--- src/rtl/i2cm_pkg.sv ---
// Shared types and constants for the I2C master transaction engine.
// No dependencies; imported by the engine core and the top level.
package i2cm_pkg;

  localparam int unsigned PhaseW = 16;
  localparam int unsigned RetryW = 3;
  localparam int unsigned CfgW   = 16;

  localparam logic [PhaseW-1:0] PhaseTicksRst = 16'd50;
  localparam logic [RetryW-1:0] RetryLimitRst = 3'd3;

  // configuration register indexes
  localparam logic CFG_PHASE_TICKS = 1'b0;
  localparam logic CFG_RETRY_LIMIT = 1'b1;

  // commands
  localparam logic [1:0] OP_NONE = 2'd0;
  localparam logic [1:0] OP_WR1  = 2'd1;
  localparam logic [1:0] OP_WR2  = 2'd2;
  localparam logic [1:0] OP_RD   = 2'd3;

  // error codes
  localparam logic [1:0] ERR_OK       = 2'd0;
  localparam logic [1:0] ERR_WR_ADDR  = 2'd1;
  localparam logic [1:0] ERR_DATA     = 2'd2;
  localparam logic [1:0] ERR_RD_ADDR  = 2'd3;

  // byte slots of a transaction
  localparam logic [1:0] BYTE_ADDR = 2'd0;
  localparam logic [1:0] BYTE_D1   = 2'd1;
  localparam logic [1:0] BYTE_D2   = 2'd2;

  // bit count at which the ACK slot runs
  localparam logic [3:0] AckBit = 4'd8;

  typedef enum logic [3:0] {
    ST_IDLE,
    ST_START,
    ST_SLOW,
    ST_SHIGH1,
    ST_SHIGH2,
    ST_STAIL,
    ST_PLOW,
    ST_PHIGH,
    ST_PREL
  } phase_e;

  typedef struct packed {
    logic [1:0] op;
    logic [7:0] dev_addr;
    logic [7:0] data_first;
    logic [7:0] data_second;
    logic       scl_in;
    logic       sda_in;
  } item_t;

  typedef struct packed {
    logic       scl_low;
    logic       sda_low;
    logic       busy_res;
    logic       done_res;
    logic       ack_ok;
    logic [1:0] error_code;
    logic [7:0] read_byte;
  } result_t;

endpackage

--- src/rtl/i2cm_engine.sv ---
// Bit-phase sequencer of the I2C master: START, byte shifting, ACK, retries, STOP.
// Depends on i2cm_pkg. Advances one tick per step and returns the result of that tick.
module i2cm_engine (
  input  logic                           clk_i,
  input  logic                           rst_ni,
  input  logic                           step_i,
  input  i2cm_pkg::item_t                item_i,
  input  logic [i2cm_pkg::PhaseW-1:0]    phase_ticks_i,
  input  logic [i2cm_pkg::RetryW-1:0]    retry_limit_i,
  output i2cm_pkg::result_t              res_o
);
  import i2cm_pkg::*;

  phase_e            state_q, state_d;
  logic [PhaseW-1:0] timer_q, timer_d;
  logic [7:0]        shift_q, shift_d;
  logic [3:0]        bit_q, bit_d;
  logic [1:0]        byte_q, byte_d;
  logic [RetryW-1:0] retry_q, retry_d;
  logic [1:0]        op_q, op_d;
  logic [7:0]        addr_q, addr_d;
  logic [7:0]        d1_q, d1_d;
  logic [7:0]        d2_q, d2_d;
  logic              ack_q, ack_d;
  logic [1:0]        err_q, err_d;
  logic [7:0]        rbyte_q, rbyte_d;
  logic              done;

  logic [PhaseW-1:0] pt_eff;
  logic [PhaseW:0]   timer_inc;
  logic              qdone;
  logic [PhaseW-1:0] timer_adv;
  logic [RetryW-1:0] retry_inc;
  logic [7:0]        addr_byte;
  logic              recv_q, recv_d;

  assign pt_eff    = (phase_ticks_i == '0) ? PhaseW'(1) : phase_ticks_i;
  assign timer_inc = {1'b0, timer_q} + (PhaseW+1)'(1);
  assign qdone     = timer_inc >= {1'b0, pt_eff};
  assign timer_adv = qdone ? '0 : timer_inc[PhaseW-1:0];
  assign retry_inc = retry_q + RetryW'(1);
  assign addr_byte = (op_q == OP_RD) ? addr_q + 8'd1 : addr_q;
  assign recv_q    = (op_q == OP_RD) && (byte_q == BYTE_D1);
  assign recv_d    = (op_d == OP_RD) && (byte_d == BYTE_D1);

  // next state
  always_comb begin
    state_d = state_q;
    timer_d = timer_q;
    shift_d = shift_q;
    bit_d   = bit_q;
    byte_d  = byte_q;
    retry_d = retry_q;
    op_d    = op_q;
    addr_d  = addr_q;
    d1_d    = d1_q;
    d2_d    = d2_q;
    ack_d   = ack_q;
    err_d   = err_q;
    rbyte_d = rbyte_q;
    done    = 1'b0;
    if (step_i) begin
      unique case (state_q)
        ST_IDLE: begin
          if (item_i.op != OP_NONE) begin
            op_d    = item_i.op;
            addr_d  = item_i.dev_addr;
            d1_d    = item_i.data_first;
            d2_d    = item_i.data_second;
            err_d   = (item_i.op == OP_RD) ? ERR_RD_ADDR : ERR_WR_ADDR;
            if (item_i.op == OP_RD) begin
              rbyte_d = '0;
            end
            retry_d = '0;
            byte_d  = BYTE_ADDR;
            bit_d   = '0;
            state_d = ST_START;
            timer_d = '0;
          end
        end
        ST_START: begin
          timer_d = timer_adv;
          if (qdone) begin
            byte_d  = BYTE_ADDR;
            shift_d = addr_byte;
            bit_d   = '0;
            state_d = ST_SLOW;
          end
        end
        ST_SLOW: begin
          timer_d = timer_adv;
          if (qdone) begin
            state_d = ST_SHIGH1;
          end
        end
        ST_SHIGH1: begin
          // restart the phase while a slave stretches SCL
          if (!item_i.scl_in) begin
            timer_d = '0;
          end else begin
            timer_d = timer_adv;
            if (qdone) begin
              if (bit_q >= AckBit) begin
                if (!recv_q) begin
                  ack_d = ~item_i.sda_in;
                end
              end else if (recv_q) begin
                shift_d = {shift_q[6:0], item_i.sda_in};
              end
              state_d = ST_SHIGH2;
            end
          end
        end
        ST_SHIGH2: begin
          timer_d = timer_adv;
          if (qdone) begin
            state_d = ST_STAIL;
          end
        end
        ST_STAIL: begin
          timer_d = timer_adv;
          if (qdone) begin
            if (bit_q < AckBit) begin
              if (!recv_q) begin
                shift_d = {shift_q[6:0], 1'b0};
              end
              bit_d   = bit_q + 4'd1;
              state_d = ST_SLOW;
            end else if (byte_q == BYTE_ADDR) begin
              if (ack_q) begin
                err_d   = (op_q == OP_RD) ? ERR_OK : ERR_DATA;
                byte_d  = BYTE_D1;
                shift_d = (op_q == OP_RD) ? 8'd0 : d1_q;
                bit_d   = '0;
                state_d = ST_SLOW;
              end else begin
                retry_d = retry_inc;
                if (retry_inc >= retry_limit_i) begin
                  state_d = ST_PLOW;
                end else begin
                  shift_d = addr_byte;
                  bit_d   = '0;
                  state_d = ST_SLOW;
                end
              end
            end else if (recv_q) begin
              rbyte_d = shift_q;
              state_d = ST_PLOW;
            end else if (!ack_q) begin
              state_d = ST_PLOW;
            end else if (op_q == OP_WR2 && byte_q == BYTE_D1) begin
              byte_d  = BYTE_D2;
              shift_d = d2_q;
              bit_d   = '0;
              state_d = ST_SLOW;
            end else begin
              err_d   = ERR_OK;
              state_d = ST_PLOW;
            end
          end
        end
        ST_PLOW: begin
          timer_d = timer_adv;
          if (qdone) begin
            state_d = ST_PHIGH;
          end
        end
        ST_PHIGH: begin
          if (!item_i.scl_in) begin
            timer_d = '0;
          end else begin
            timer_d = timer_adv;
            if (qdone) begin
              state_d = ST_PREL;
            end
          end
        end
        ST_PREL: begin
          timer_d = timer_adv;
          if (qdone) begin
            state_d = ST_IDLE;
            done    = 1'b1;
          end
        end
        default: begin
          state_d = ST_IDLE;
          timer_d = '0;
        end
      endcase
    end
  end

  // pin drive and status for the state after this tick
  always_comb begin
    res_o = '0;
    unique case (state_d)
      ST_START: res_o.sda_low = 1'b1;
      ST_SLOW, ST_SHIGH1, ST_SHIGH2, ST_STAIL: begin
        res_o.scl_low = (state_d == ST_SLOW) || (state_d == ST_STAIL);
        res_o.sda_low = (bit_d < AckBit) && !recv_d && !shift_d[7];
      end
      ST_PLOW: begin
        res_o.scl_low = 1'b1;
        res_o.sda_low = 1'b1;
      end
      ST_PHIGH: res_o.sda_low = 1'b1;
      default: ;
    endcase
    res_o.busy_res   = state_d != ST_IDLE;
    res_o.done_res   = done;
    res_o.ack_ok     = ack_d;
    res_o.error_code = err_d;
    res_o.read_byte  = rbyte_d;
  end

  always_ff @(posedge clk_i or negedge rst_ni) begin
    if (!rst_ni) begin
      state_q <= ST_IDLE;
      timer_q <= '0;
      shift_q <= '0;
      bit_q   <= '0;
      byte_q  <= '0;
      retry_q <= '0;
      op_q    <= '0;
      addr_q  <= '0;
      d1_q    <= '0;
      d2_q    <= '0;
      ack_q   <= 1'b0;
      err_q   <= '0;
      rbyte_q <= '0;
    end else begin
      state_q <= state_d;
      timer_q <= timer_d;
      shift_q <= shift_d;
      bit_q   <= bit_d;
      byte_q  <= byte_d;
      retry_q <= retry_d;
      op_q    <= op_d;
      addr_q  <= addr_d;
      d1_q    <= d1_d;
      d2_q    <= d2_d;
      ack_q   <= ack_d;
      err_q   <= err_d;
      rbyte_q <= rbyte_d;
    end
  end

endmodule

--- src/rtl/i2c_master_transaction_engine_top.sv ---
// Top level of the I2C master transaction engine: stream ports, config registers,
// result register. Depends on i2cm_pkg and i2cm_engine.
//
// Each input transfer is one clock tick of the I2C engine carrying the sampled
// SCL/SDA levels and an optional command; each one produces exactly one result
// transfer with the pin drives and status after that tick. The engine sequencer
// updates its state in the cycle the transfer is taken and the result lands in
// a single output register, so the block takes one transfer per clock cycle for
// as long as the result side keeps taking them; the output register is the only
// thing that can hold the input side back. Bus timing follows phase_ticks counted
// in transfers, not clock cycles. No clearing pass after reset.
module i2c_master_transaction_engine_top (
  input  logic                       clk_i,
  input  logic                       rst_ni,
  // op[1:0], dev_addr[9:2], data_first[17:10], data_second[25:18],
  // scl_in[26], sda_in[27], zero fill[31:28]
  input  logic [31:0]                s_axis_tdata,
  input  logic                       s_axis_tvalid,
  output logic                       s_axis_tready,
  // scl_low[0], sda_low[1], busy_res[2], done_res[3], ack_ok[4],
  // error_code[6:5], read_byte[14:7], zero fill[15]
  output logic [15:0]                m_axis_tdata,
  output logic                       m_axis_tvalid,
  input  logic                       m_axis_tready,
  input  logic                       cfg_we_i,
  input  logic                       cfg_idx_i,
  input  logic [i2cm_pkg::CfgW-1:0]  cfg_wdata_i
);
  import i2cm_pkg::*;

  logic [PhaseW-1:0] phase_ticks_q;
  logic [RetryW-1:0] retry_limit_q;
  logic              valid_q;
  logic [15:0]       tdata_q;
  logic              in_fire;
  item_t             item;
  result_t           res;

  assign s_axis_tready = !valid_q || m_axis_tready;
  assign in_fire       = s_axis_tvalid && s_axis_tready;

  assign item.op          = s_axis_tdata[1:0];
  assign item.dev_addr    = s_axis_tdata[9:2];
  assign item.data_first  = s_axis_tdata[17:10];
  assign item.data_second = s_axis_tdata[25:18];
  assign item.scl_in      = s_axis_tdata[26];
  assign item.sda_in      = s_axis_tdata[27];

  i2cm_engine u_engine (
    .clk_i         (clk_i),
    .rst_ni        (rst_ni),
    .step_i        (in_fire),
    .item_i        (item),
    .phase_ticks_i (phase_ticks_q),
    .retry_limit_i (retry_limit_q),
    .res_o         (res)
  );

  always_ff @(posedge clk_i or negedge rst_ni) begin
    if (!rst_ni) begin
      phase_ticks_q <= PhaseTicksRst;
      retry_limit_q <= RetryLimitRst;
    end else if (cfg_we_i) begin
      unique case (cfg_idx_i)
        CFG_PHASE_TICKS: phase_ticks_q <= cfg_wdata_i[PhaseW-1:0];
        CFG_RETRY_LIMIT: retry_limit_q <= cfg_wdata_i[RetryW-1:0];
        default: ;
      endcase
    end
  end

  always_ff @(posedge clk_i or negedge rst_ni) begin
    if (!rst_ni) begin
      valid_q <= 1'b0;
    end else if (in_fire) begin
      valid_q <= 1'b1;
    end else if (m_axis_tready) begin
      valid_q <= 1'b0;
    end
  end

  // hold the result until the transfer completes
  always_ff @(posedge clk_i) begin
    if (in_fire) begin
      tdata_q <= {1'b0, res.read_byte, res.error_code, res.ack_ok, res.done_res,
                  res.busy_res, res.sda_low, res.scl_low};
    end
  end

  assign m_axis_tvalid = valid_q;
  assign m_axis_tdata  = tdata_q;

endmodule

--- config.mk ---
export PLATFORM = sky130hd
export DESIGN_NAME = i2c_master_transaction_engine_top
export DESIGN_NICKNAME = d
export VERILOG_FILES = /design/src/rtl/i2cm_pkg.sv /design/src/rtl/i2cm_engine.sv /design/src/rtl/i2c_master_transaction_engine_top.sv
export SDC_FILE = /design/constraint.sdc
export NUM_CORES = 1
export LEC_CHECK = 0
export BUFFER_PORTS_ARGS = -buffer_cell sky130_fd_sc_hd__buf_2
export CORE_UTILIZATION = 58
export DETAILED_ROUTE_END_ITERATION = 6
export PLACE_DENSITY = 0.8
export SYNTH_ARGS = -nofsm -noshare
export SYNTH_HDL_FRONTEND = slang
export SYNTH_SLANG_ARGS = --single-unit
--- constraint.sdc ---
create_clock -name clk_i -period 4.8 [get_ports clk_i]
set_clock_uncertainty 0.2 [all_clocks]
set_input_delay 0.96 -clock clk_i [delete_from_list [all_inputs] [get_ports clk_i]]
set_output_delay 0.96 -clock clk_i [all_outputs]
set_load 0.02 [all_outputs]
==> flow_summary.yaml <==
hold_path:
  min_path_cells: 2
  hp-class: "reg2reg"
  min_from: "u_engine.retry_q[1]"
  hold_end: "u_engine.retry_q[1]"
worst_setup_path:
  cp_max_fo: 6
  r2r-end: "m_axis_tdata[1]"
  slowest_delay_ps: 490
  crit_buf_inv: 0
  arrival_ps: 4590
  cp-start-kind: "register"
  path_delay_family: "simple AND/OR/NAND/NOR gates"
  crit_chain: "ha_1 -> nand4_1 -> nor2_1 -> and3_1 -> xor2_1 -> ha_1 -> and3_1 -> a221oi_1 -> nor2_1 -> a211oi_4 -> mux2i_1 -> a2111oi_0 -> a21o_1 -> or4b_4 -> nand3_2"
  ff2ff_setup_slack_ps: 270
  path_class: "reg2reg"
  rr_worst_depth: 15
  required_ps: 4860
  setup.worst_path.end_class: "register"
  r2r-start: "u_engine.timer_q[0]"
  cp_slowest_cell: "or4b_4"
cts:
  cts_hold_buffers: 0
  cts.reportedPaths.clkPinSlew_ps: 110
  post-cts-setup-buffer-count: 0
  htreeDepth: 3
  insertion_delay_ps: 400
  cts.path.max_buffers: 2
  cts_tree: "yes"
  numCtsBuffers: 9
  root_buffer: "clkbuf_8"
  clock_sinks: 109
  post_cts_resized: 0
grt:
  grt_max_degree: 68
  grt_first_pass_wirelength_mm: 20.92
  antenna_found_initial: 0
  grtUsageTotal: 0.2640
  overflow: 0
  grt_pass1_vias: 4349
layout:
  ff_latch_area_mm2: 0.002809
  syn2layout_area_growth_pct: 11.62
  final_core_util: 0.6650
  finalNetCount: 713
  final_layout_size_suffix_gt1_frac: 0.2219
  n_antenna_cell: 0
  fillers: 787
  multi_input_area_mm2: 0.002798
timing:
  finalMaxSlewViolations: 0
  setup_tns_ps: 0
  setup_violations: 0
  max_freq_ghz: 0.2210
  finalCriticalPeriod_ps: 4526
  hold_viol: 0
  rsz0062_at_grt: "no"
  tightestPinTransition_ps: 1087
  relSlewSlack: 0.2751
  fin_crit_sh: 0.9428
  hold_ws_ps: 312.9
synthesis:
  ys_ff_latch: 109
  ys_top_cells_by_area: "dfrtp_1 38%, edfxtp_1 7.7%, mux2_2 5.4%"
  ys_dominant_reg_cell: "dfrtp_1"
  netlist_area_mm2: 0.005823
  yosys_warnings: 0
  yosysUniqueCellTypes: 66
  synth_edf_count: 15
  synth_nets: 652
  syn_avg_cell_area_um2: 10.14
  yosys.area.top_type: "dfrtp_1"
  postSynth.asyncResetShare: 0.8624
  syn_inst: 574
  ys_seq_area_frac: 0.4824
  synth_top_area_frac: 0.3825
power:
  finalPower_uw: 2188
  ir_worst_vdd_uv: 398.1
  p_leak_uw: 0.002963
  power_density_mw_per_mm2: 336.5
detailed_routing:
  drc_errors: 0
  dr.first_iter.drc_count: 240
  avgViaCountPerCell: 5.955
  routed_wl_mm: 12.66
  vias: 4603
  ant_nets: 0
  wl_per_cell_um: 16.38
  drtPass1Iterations: 5
placed_design:
  dp_hpwl_mm: 9.352
  io_buffers: 66
  place_congestion: 0.9220
die:
  ios: 72
  rows: 36
  fp.dieH_um: 102.2
  die_x_um: 102.2
  core-area_mm2: 0.009774
  dieArea_mm2: 0.01044
  initial_core_util: 0.5958
run:
  maxCapViolations: 0
outcome:
  outcome: "completed"
cells by family after synthesis:
group,count (synthesis),synth area share
AND/OR/NAND/NOR,189,0.1579
AO/OA/AOI/OAI,143,0.1736
flip-flops,109,0.4824
buffers and inverters,53,0.03717
multiplexers,33,0.06360
adder cells (fa/ha/maj),24,0.05157
XOR/XNOR,22,0.03309
other,1,0.0006440
registers in the layout, indices dropped and copies added (netlist names), 3 cells and up:
signal / count
u_engine.timer_q: 16
u_engine.rbyte_q: 8
retry_limit_q: 3
u_engine.state_q: 4
u_engine.d1_q: 8
m_axis_tdata: 15
phase_ticks_q: 16
u_engine.shift_q: 8
u_engine.d2_q: 8
u_engine.bit_q: 4
u_engine.addr_q: 8
u_engine.retry_q: 3
where the power goes:
part / internal, µW / switching (µW) / total [µW] / leakage [µW]
Clock: 266 / 331 / 597 / 0.000112
Combinational: 201 / 244 / 445 / 0.00151
Sequential: 1050 / 93.7 / 1150 / 0.00135
Total: 1520 / 668 / 2190 / 0.00296
synth_stat cells (3+ instances only):
library cell,instances
o22a_1,3
o21ai_1,6
nor4_1,4
clkbuf_1,18
xor2_1,13
a21o_1,5
or3_1,3
a21oi_1,17
nand2b_1,8
nand3_1,24
nor2b_1,7
inv_1,26
nor3_1,8
a22oi_1,10
nor2_1,38
mux2i_1,4
ha_1,24
a32o_1,15
nand4_1,10
dfrtp_1,89
dfstp_2,5
o211ai_1,3
or2_2,4
mux2_2,28
a41o_1,4
nand2_1,64
edfxtp_1,15
a31oi_1,7
and3_1,8
buf_1,3
a22o_1,8
xnor2_1,9
o21ai_0,45
metal layers:
| layer | global-route usage | part of all wire | vias to the layer above |
|---|---|---|---|
| li1 | - | - | 2212 |
| met1 | 0.3553 | 0.46 | 2234 |
| met2 | 0.4295 | 0.47 | 141 |
| met3 | 0.04993 | 0.050 | 16 |
| met4 | 0.09231 | 0.018 | 0 |
| met5 | 0 | 0 | - |
tightest hold or removal path: stages (launching register included):
cell and delay (ps):
dfrtp_1 380, nand2_1 50, o21ai_0 60
layout make-up:
cell class                      instances  area share
Clock buffer                           10     0.02117
Clock inverter                          6     0.01232
Inverter                               27     0.01559
Multi-Input combinational cell        412      0.4304
Sequential cell                       109      0.4321
Tap cell                              133     0.02560
Timing Repair Buffer                   76     0.06275
how the worst max path moves through the flow:
stage / from / to / slack [ps] / cells after the start
2_1_floorplan: u_engine.timer_q[0] / m_axis_tdata[2] / 900 / 15
3_3_place_gp: u_engine.timer_q[0] / m_axis_tdata[1] / 500 / 15
3_5_place_dp: u_engine.timer_q[0] / m_axis_tdata[1] / 360 / 15
4_1_cts: u_engine.timer_q[0] / m_axis_tdata[1] / 310 / 15
5_1_grt: u_engine.timer_q[0] / m_axis_tdata[1] / 30 / 16
6_report: u_engine.timer_q[0] / m_axis_tdata[1] / 270 / 15
cell usage in the layout (no fill, tap or decap), types with 3 or more instances in the layout:
cell type	n
ha_1	24
or3_1	3
nor2b_1	7
xor2_1	13
a32o_1	15
a22oi_1	10
nor3_1	8
nand2_1	64
buf_2	65
o211ai_1	3
mux2i_1	4
inv_1	26
buf_4	11
a41o_1	4
a21oi_1	17
clkbuf_8	10
nor4_1	4
nand2b_1	8
o21ai_1	6
xnor2_1	9
o21ai_0	45
or2_2	4
nor2_1	38
a22o_1	8
edfxtp_1	15
a31oi_1	7
dfrtp_1	89
a21o_1	5
and3_1	8
nand4_1	10
nand3_1	24
dfstp_2	5
mux2_2	28
o22a_1	3
metrics by stage:
step,area [µm²],setup slack [ps],std cells
finish,6500,274.3,773
global route,6500,25.12,773
CTS,6500,308.3,773
detailed placement,6282,362.4,757
global placement,6282,502.8,757
floorplan,5823,901.2,574
(Power assumes the default switching activity.)
